[src/design/kvhd_pkg.sv]
// Package: codes, widths and types shared by the header frame deframer.
`timescale 1ns / 1ps

package kvhd_pkg;

    localparam int ByteW     = 8;
    localparam int KindW     = 3;
    localparam int ErrW      = 2;
    localparam int FrameLenW = 32;
    localparam int LenBytes  = 4;
    localparam int LenIdxW   = 2;

    localparam logic [ByteW-1:0] TermByte = 8'hFF;

    typedef enum logic [2:0] {
        PH_LEN  = 3'd0,
        PH_KLEN = 3'd1,
        PH_STR  = 3'd2,
        PH_VLEN = 3'd3,
        PH_PAY  = 3'd4,
        PH_SKIP = 3'd5
    } t_phase;

    typedef logic [KindW-1:0] t_kind;
    typedef logic [ErrW-1:0]  t_err;

    localparam t_kind KIND_LEN  = 3'd0;
    localparam t_kind KIND_KLEN = 3'd1;
    localparam t_kind KIND_KEY  = 3'd2;
    localparam t_kind KIND_VLEN = 3'd3;
    localparam t_kind KIND_VAL  = 3'd4;
    localparam t_kind KIND_TERM = 3'd5;
    localparam t_kind KIND_PAY  = 3'd6;
    localparam t_kind KIND_SKIP = 3'd7;

    localparam t_err ERR_NONE    = 2'd0;
    localparam t_err ERR_OVERRUN = 2'd1;
    localparam t_err ERR_EMPTY   = 2'd2;

endpackage

[src/design/kvhd_if.sv]
// Interfaces: input byte channel and tagged byte result channel.
`timescale 1ns / 1ps

interface kvhd_in_if;
    import kvhd_pkg::*;

    logic             valid;
    logic             ready;
    logic [ByteW-1:0] in_byte;

    modport source (output valid, output in_byte, input ready);
    modport sink   (input valid, input in_byte, output ready);
endinterface

interface kvhd_out_if;
    import kvhd_pkg::*;

    logic             valid;
    logic             ready;
    logic [ByteW-1:0] out_byte;
    t_kind            byte_kind;
    logic             frame_last;
    t_err             error_code;

    modport source (output valid, output out_byte, output byte_kind, output frame_last,
                    output error_code, input ready);
    modport sink   (input valid, input out_byte, input byte_kind, input frame_last,
                    input error_code, output ready);
endinterface

[src/design/kv_header_frame_deframer_core.sv]
// Top level: key/value header frame deframer that tags every stream byte.
// Usage:
//   i_in  carries raw stream bytes (valid/ready, item moves when both high).
//   o_out carries one tagged item per input item: the byte, its kind,
//         a frame-last flag and an error code on the byte that detects it.
//   Each frame is a 4-byte big-endian body length, then header entries
//   (key length, key, value length, value), a 0xFF terminator and payload.
//   After an error the rest of the frame body is tagged skipped.
// Timing:
//   The result is registered: it is valid in the cycle after input accept.
//   Throughput is one item per cycle while o_out.ready stays high; the per-byte
//   state update (a 32-bit compare and decrement of the remaining body count)
//   sits between the input handshake and the result register.
// Reset:
//   i_rst_n low synchronously returns to the length phase and empties the
//   result register.
// Stall:
//   While the receiver holds o_out.ready low with a result waiting, the
//   result holds and i_in.ready drops; the waiting result and a new input
//   item move in the same cycle once the receiver takes it.
`timescale 1ns / 1ps

module kv_header_frame_deframer_core (
    input  logic       i_clk,
    input  logic       i_rst_n,
    kvhd_in_if.sink    i_in,
    kvhd_out_if.source o_out
);
    import kvhd_pkg::*;

    t_phase                r_phase, n_phase;
    logic [LenIdxW-1:0]    r_len_idx, n_len_idx;
    logic [FrameLenW-1:0]  r_frame_rem, n_frame_rem;
    logic [ByteW-1:0]      r_str_rem, n_str_rem;
    logic                  r_in_value, n_in_value;

    logic                  r_out_valid;
    logic [ByteW-1:0]      r_out_byte;
    t_kind                 r_out_kind, n_kind;
    logic                  r_out_last, n_last;
    t_err                  r_out_err, n_err;

    logic                  in_accept;
    logic [ByteW-1:0]      b;
    logic [FrameLenW-1:0]  b_wide;

    assign b         = i_in.in_byte;
    assign b_wide    = {{(FrameLenW-ByteW){1'b0}}, b};
    assign i_in.ready = !r_out_valid || o_out.ready;
    assign in_accept = i_in.valid && i_in.ready;

    always_comb begin
        n_phase     = r_phase;
        n_len_idx   = r_len_idx;
        n_frame_rem = r_frame_rem;
        n_str_rem   = r_str_rem;
        n_in_value  = r_in_value;
        n_kind      = KIND_SKIP;
        n_last      = 1'b0;
        n_err       = ERR_NONE;

        if (r_phase == PH_LEN) begin
            n_kind      = KIND_LEN;
            n_frame_rem = {r_frame_rem[FrameLenW-ByteW-1:0], b};
            n_len_idx   = r_len_idx + 1'b1;
            if (r_len_idx == LenIdxW'(LenBytes - 1)) begin
                if (n_frame_rem == '0) begin
                    n_err   = ERR_EMPTY;
                    n_last  = 1'b1;
                    n_phase = PH_LEN;
                end else begin
                    n_phase    = PH_KLEN;
                    n_in_value = 1'b0;
                end
            end
        end else begin
            case (r_phase)
                PH_KLEN, PH_VLEN: begin
                    if (r_phase == PH_KLEN && b == TermByte) begin
                        n_kind  = KIND_TERM;
                        n_phase = PH_PAY;
                    end else begin
                        n_kind     = (r_phase == PH_KLEN) ? KIND_KLEN : KIND_VLEN;
                        n_in_value = (r_phase == PH_VLEN);
                        if (r_frame_rem < FrameLenW'(2)
                            || b_wide > (r_frame_rem - FrameLenW'(2))) begin
                            n_err   = ERR_OVERRUN;
                            n_phase = PH_SKIP;
                        end else if (b == '0) begin
                            n_phase = n_in_value ? PH_KLEN : PH_VLEN;
                        end else begin
                            n_str_rem = b;
                            n_phase   = PH_STR;
                        end
                    end
                end
                PH_STR: begin
                    n_kind    = r_in_value ? KIND_VAL : KIND_KEY;
                    n_str_rem = r_str_rem - 1'b1;
                    if (n_str_rem == '0) begin
                        n_phase = r_in_value ? PH_KLEN : PH_VLEN;
                    end
                end
                PH_PAY: begin
                    n_kind = KIND_PAY;
                end
                default: begin
                    n_kind  = KIND_SKIP;
                    n_phase = PH_SKIP;
                end
            endcase
            n_frame_rem = r_frame_rem - 1'b1;
            if (n_frame_rem == '0) begin
                n_last     = 1'b1;
                n_phase    = PH_LEN;
                n_len_idx  = '0;
                n_str_rem  = '0;
                n_in_value = 1'b0;
            end
        end
    end

    always_ff @(posedge i_clk) begin
        if (!i_rst_n) begin
            r_phase     <= PH_LEN;
            r_len_idx   <= '0;
            r_frame_rem <= '0;
            r_str_rem   <= '0;
            r_in_value  <= 1'b0;
        end else if (in_accept) begin
            r_phase     <= n_phase;
            r_len_idx   <= n_len_idx;
            r_frame_rem <= n_frame_rem;
            r_str_rem   <= n_str_rem;
            r_in_value  <= n_in_value;
        end
    end

    always_ff @(posedge i_clk) begin
        if (!i_rst_n) begin
            r_out_valid <= 1'b0;
        end else if (in_accept) begin
            r_out_valid <= 1'b1;
        end else if (o_out.ready) begin
            r_out_valid <= 1'b0;
        end
    end

    always_ff @(posedge i_clk) begin
        if (in_accept) begin
            r_out_byte <= b;
            r_out_kind <= n_kind;
            r_out_last <= n_last;
            r_out_err  <= n_err;
        end
    end

    assign o_out.valid      = r_out_valid;
    assign o_out.out_byte   = r_out_byte;
    assign o_out.byte_kind  = r_out_kind;
    assign o_out.frame_last = r_out_last;
    assign o_out.error_code = r_out_err;

`ifndef SYNTH
    a_len_phase_clean: assert property (@(posedge i_clk) disable iff (!i_rst_n)
        r_phase == PH_LEN |-> r_str_rem == '0 && !r_in_value)
        else $error("string state not cleared in length phase");

    a_empty_ends_frame: assert property (@(posedge i_clk) disable iff (!i_rst_n)
        r_out_valid && r_out_err == ERR_EMPTY |-> r_out_last && r_out_kind == KIND_LEN
            && r_phase == PH_LEN)
        else $error("empty frame error without frame end");

    a_overrun_skips: assert property (@(posedge i_clk) disable iff (!i_rst_n)
        in_accept && n_err == ERR_OVERRUN |=> r_phase == PH_SKIP || r_phase == PH_LEN)
        else $error("overrun did not enter skip");
`endif

endmodule

[src/flat_wrapper.sv]
// flat-port wrapper written by rule: the top's interface ports become plain ports
module kv_header_frame_deframer_core_flat import kvhd_pkg::*;
  (i_clk, i_rst_n, i_in_valid, i_in_in_byte, i_in_ready, o_out_valid, o_out_out_byte, o_out_byte_kind, o_out_frame_last, o_out_error_code, o_out_ready);
  kvhd_in_if i_in_i ();
  kvhd_out_if o_out_i ();
  input  logic i_clk;
  input  logic i_rst_n;
  input wire logic [$bits(i_in_i.valid)-1:0] i_in_valid;
  input wire logic [$bits(i_in_i.in_byte)-1:0] i_in_in_byte;
  output wire logic [$bits(i_in_i.ready)-1:0] i_in_ready;
  output wire logic [$bits(o_out_i.valid)-1:0] o_out_valid;
  output wire logic [$bits(o_out_i.out_byte)-1:0] o_out_out_byte;
  output wire logic [$bits(o_out_i.byte_kind)-1:0] o_out_byte_kind;
  output wire logic [$bits(o_out_i.frame_last)-1:0] o_out_frame_last;
  output wire logic [$bits(o_out_i.error_code)-1:0] o_out_error_code;
  input wire logic [$bits(o_out_i.ready)-1:0] o_out_ready;
  assign i_in_i.valid = i_in_valid;
  assign i_in_i.in_byte = i_in_in_byte;
  assign i_in_ready = i_in_i.ready;
  assign o_out_valid = o_out_i.valid;
  assign o_out_out_byte = o_out_i.out_byte;
  assign o_out_byte_kind = o_out_i.byte_kind;
  assign o_out_frame_last = o_out_i.frame_last;
  assign o_out_error_code = o_out_i.error_code;
  assign o_out_i.ready = o_out_ready;
  kv_header_frame_deframer_core u_core (.i_clk(i_clk), .i_rst_n(i_rst_n), .i_in(i_in_i), .o_out(o_out_i));
endmodule
[config.mk]
export PLATFORM = sky130hd
export DESIGN_NAME = kv_header_frame_deframer_core_flat
export DESIGN_NICKNAME = d
export VERILOG_FILES = /design/src/design/kvhd_pkg.sv /design/src/design/kvhd_if.sv /design/src/design/kv_header_frame_deframer_core.sv /design/src/flat_wrapper.sv
export SDC_FILE = /design/constraint.sdc
export NUM_CORES = 1
export LEC_CHECK = 0
export BUFFER_PORTS_ARGS = -buffer_cell sky130_fd_sc_hd__buf_2
export CAP_MARGIN = 20
export CORE_ASPECT_RATIO = 1.75
export CORE_MARGIN = 10
export CORE_UTILIZATION = 35
export DETAILED_ROUTE_END_ITERATION = 7
export MAX_ROUTING_LAYER = met4
export PLACE_DENSITY = 0.62
export SLEW_MARGIN = 40
export SYNTH_ARGS = -nofsm -noshare
export SYNTH_HDL_FRONTEND = slang
export SYNTH_SLANG_ARGS = --single-unit
[constraint.sdc]
create_clock -name i_clk -period 9.25 [get_ports i_clk]
set_input_delay 2.3125 -clock i_clk [delete_from_list [all_inputs] [get_ports i_clk]]
set_output_delay 2.3125 -clock i_clk [all_outputs]
set_load 0.01 [all_outputs]
Word-level counts from Yosys, hierarchy flattened --
Index checks and enable logic that the tools add are counted. W data, S select, Z words.
Word-level totals: flip-flop bits (word level) 61, input bits 12, word-level logic and storage cells 91, output and inout bits 16
Cells by class: bitwise logic cells 1, magnitude comparators 2, muxes and demuxes 41, equal/unequal tests 14, add/sub/neg operators 4, reductions and logical operators 19
Operator list (count):
- $logic_not A32 Y1 | 2
- $gt A8 B32 Y1 | 1
- $lt A32 B2 Y1 const B | 1
- $mux W32 | 1
- $mux W8 | 4
- $sub A32 B1 Y32 const B | 1
- $sub A32 B2 Y32 const B | 1
- $mux W3 | 9
- $mux W2 | 10
- $pmux W3 S3 | 2
- $logic_not A8 Y1 | 2
- $pmux W8 S2 | 1
- $mux W1 | 14
- $ne A3 B3 Y1 const B | 3
- $eq A8 B8 Y1 const B | 1
- $sub A8 B1 Y8 const B | 1
- $eq A3 B2 Y1 const B | 2
- $reduce_and A6 Y1 | 1
- $reduce_bool A3 Y1 | 2
- $reduce_and A5 Y1 | 1
- $ne A2 B2 Y1 const B | 2
- $ne A4 B1 Y1 const B | 1
- $reduce_and A4 Y1 | 1
- $reduce_bool A2 Y1 | 2
- 13 further kinds | 15

Depth between registers and ports, before layout --
depth in word-level cells 8, gate-level depth with buffers 15, mapped depth without buffers 14

Worst setup path after synthesis --
OpenSTA, ideal clock, no wires.
path kind input to output, start in o_out_ready, end out i_in_ready, arrival 2.495 ns, required time 6.938 ns, path slack 4.442 ns, buffers on the path 0, stages on the path 1, cell sequence nand2b_1
On the way: cells in the longest elaborated chain, start to end 1
RTL lines:
- start: declaration | line flat_wrapper.sv:16 | input wire logic [$bits(o_out_i.ready)-1:0] o_out_ready;
- $logic_or A1 B1 Y1 | line kv_header_frame_deframer_core.sv:49 | assign i_in.ready = !r_out_valid || o_out.ready;
- end: declaration | line flat_wrapper.sv:10 | output wire logic [$bits(i_in_i.ready)-1:0] i_in_ready;
Every way passes these cells.

Worst setup path in the final report --
Ends and elaborated chain as after synthesis.

==> key figures <==
Outcome
  • Status: finished clean

Drt
  • Routed length per instance: 21.9 um
  • DRT iter0 DRCs: 563
  • Remaining antenna violation count: 0
  • Post-Route WL: 17700 um
  • Drt pass-1 iters: 5
  • Residual DRC: 0
  • Via count: 5003
  • Vias per Instance: 6.20

Cells and area
  • Commonest non-fill, non-tap cells in the layout: nor2_1 (67), nand2_1 (52), dfxtp_1 (47)
  • Commonest non-fill, non-tap cell in the layout: nor2_1
  • Antenna diodes: 0
  • Area growth from synthesis to layout: 9.44%
  • Nets: 653
  • Share of cells above drive strength 1: 0.135
  • Fin util: 0.391
  • Design area: 0.00544 mm^2

Clock tree
  • Clock Latency Late Sink: 350 ps
  • CTS Root Cell: clkbuf_16
  • CTS Buf Count: 9
  • Clock Tree Buf Depth: 2
  • CTS H-tree depth: 3
  • CTS tree: yes
  • PostCTS Resize Cnt: 0
  • Post-CTS Setup Bufs: 0
  • Clock sinks: 61
  • Reg clk slew, reported paths: 50 ps
  • Hold buffers post-CTS: 0

Floorplan
  • Initial Utilization: 0.357
  • Core ar.: 0.0139 mm^2
  • IO Count: 28
  • Row count: 57
  • Die X: 110 um
  • Die height: 178 um
  • Die outline area: 0.0196 mm^2

Critical path
  • Worst EP arrival: 2710 ps
  • CP top delay family: buffers and inverters
  • Worst-path fanout max: 3
  • Bufs and invs on worst path: 2
  • Critical path's most frequent cell: buf_2
  • Critical path type: input port to output port
  • Slowest-stage cell, CP: nand2b_1
  • Critical Path End Type: output port
  • CP Launch Type: input port
  • Crit-path cells: buf_2 > nand2b_1 > buf_2
  • Crit path largest cell delay: 160 ps
  • R2R Setup Slk: 5260 ps
  • Worst R2R Start: u_core.r_frame_rem[0]
  • Setup crit start: o_out_ready
  • Data required time at the worst endpoint: 6940 ps

Yosys
  • EDFF count, synth: 14
  • Syn Inst Count: 632
  • Syn avg cell area: 7.87 um^2
  • Mapped Nets: 660
  • Sequential-to-total area share from yosys stat: 0.274
  • Top FF cell, synth: dfxtp_1
  • Top cells by area, synth: dfxtp_1 (19%), edfxtp_1 (8.5%), nor2_1 (5.1%), a21oi_1 (4.5%), xnor2_1 (4.4%)
  • FFs w/ async S/R, synth: 0
  • Synthesized area: 0.00497 mm^2
  • Yosys top cell by area: dfxtp_1
  • Synth Register Bits: 61
  • Library cells used by synthesis: 79
  • YS warnings: 0
  • Post-synth top area share: 0.189

Global routing
  • Global route overflow: 0
  • GR Util met3: 0.0305
  • Most Used Layer, Global Route: met2
  • Vias in the first global route: 4861
  • Met1 usage: 0.182
  • First-pass GRT wire length: 27500 um
  • Largest net degree at the start of global routing: 64
  • Total GRT Usage: 0.188
  • Met2 usage: 0.330
  • Initial antenna violation count: 0

Timing
  • Final Cycle Share: 0.543
  • FMAX: 0.199 GHz
  • Max_slew headroom: 0.396
  • Final min period: 5020 ps
  • # setup viols final: 0
  • Worst slew pin tran: 897 ps
  • Final Skew: 6.51 ps
  • Fin. Hold Viols: 0
  • Slew Limit Fails: 0
  • TNS Setup: 0 ps
  • RSZ-0062 raised after global routing: false

Worst hold path
  • Worst min-delay path class: flip-flop to flip-flop
  • Critical hold path startpoint: u_core.r_len_idx[1]

Power and ir drop
  • Static Leak: 2.00 nW
  • PwrDens: 178 mW/mm^2
  • Maximum VDD drop: 0.0686 mV
  • Tot Pwr: 0.969 mW

Placement
  • Detailed placement HPWL: 12800 um
  • Port Buffers: 27
  • Placed Area: 0.00514 mm^2
  • Routability Congestion: 1.06

Job
  • Max-Cap Viols: 0
==> worst register-to-register path, stage by stage (launching register included) <==
cell and delay, ps:
dfxtp_1 430, inv_1 210, ha_1 270, nor3b_2 400, nand4_1 170, xor2_1 540, nand4b_1 380, a2111oi_2 440
nand4_2 280, and3_4 270, a21o_4 240, a22o_1 240
==> power breakdown <==
group	internal (mW)	switching, mW
sequential	0.286	0.0301
clock	0.209	0.142
combinational	0.109	0.193
total	0.604	0.365
==> logic make-up after synthesis <==
family | synth area share
and+or+nand+nor | 0.348
xor gates and xnor gates | 0.0685
AOI/OAI and AO/OA | 0.207
buffers and inverters | 0.0619
adders and majority gates | 0.0403
DFF | 0.274
==> sequential cells by signal, summed over array words and instances, names as in the netlist <==
signal and cells:
u_core.o_out.byte_kind 3, u_core.o_out.error_code 2, u_core.o_out.frame_last 1, u_core.o_out.out_byte 8
u_core.o_out.valid 1, u_core.r_frame_rem 32, u_core.r_in_value 1, u_core.r_len_idx 2
u_core.r_phase 3, u_core.r_str_rem 8
==> synth_stat cells, types with 6 or more instances <==
library cell   n
nor4_4         6
nand3_1       20
clkbuf_1      32
edfxtp_1      14
nand4_1       19
or3_1          8
xnor2_1       25
nand2_1       52
nor4_2         6
a21oi_1       45
and2_1        11
buf_2          9
ha_1          16
o22ai_1       16
dfxtp_1       47
nor4_1        19
a22oi_1        7
xor2_1        12
o21ai_0       35
a211oi_1       6
inv_1         20
a22o_1         8
or4_1          8
nor2_1        67
nor2b_1        9
nor3_1        29
==> metal layers <==
| layer | part of all wire | vias up |
|---|---|---|
| met2 | 0.53 | 179 |
| met5 | 0 | - |
| met1 | 0.36 | 2425 |
| met3 | 0.042 | 71 |
| li1 | - | 2328 |
| met4 | 0.069 | 0 |
==> path summary, 6_finish.rpt <==
check / end / depth (start not counted)
hold / removal: u_core.r_len_idx[1] / 2
setup / recovery: i_in_ready / 3
hold reg to reg: u_core.r_len_idx[1] / 2
setup reg to reg: u_core.r_str_rem[1] / 11
==> final cells by class <==
class | instances | area (um^2)
clock buffers | 9 | 225
multi-input cells | 501 | 3310
repair buffers | 31 | 165
well taps | 177 | 221
clock inverters | 7 | 75.1
inverters | 21 | 78.8
flip-flops and latches | 61 | 1360
fillers | 1433 | 8470
==> metrics by stage <==
| step | hold slack (ps) | setup slack, ps | instances |
|---|---|---|---|
| finish | 476 | 4230 | 807 |
| CTS | 475 | 4220 | 807 |
| global route | 515 | 4210 | 807 |
| global placement | 455 | 4220 | 791 |
| detailed placement | 467 | 4220 | 791 |
| floorplan | 438 | 4440 | 632 |
Power figures use the tool's default switching activity.
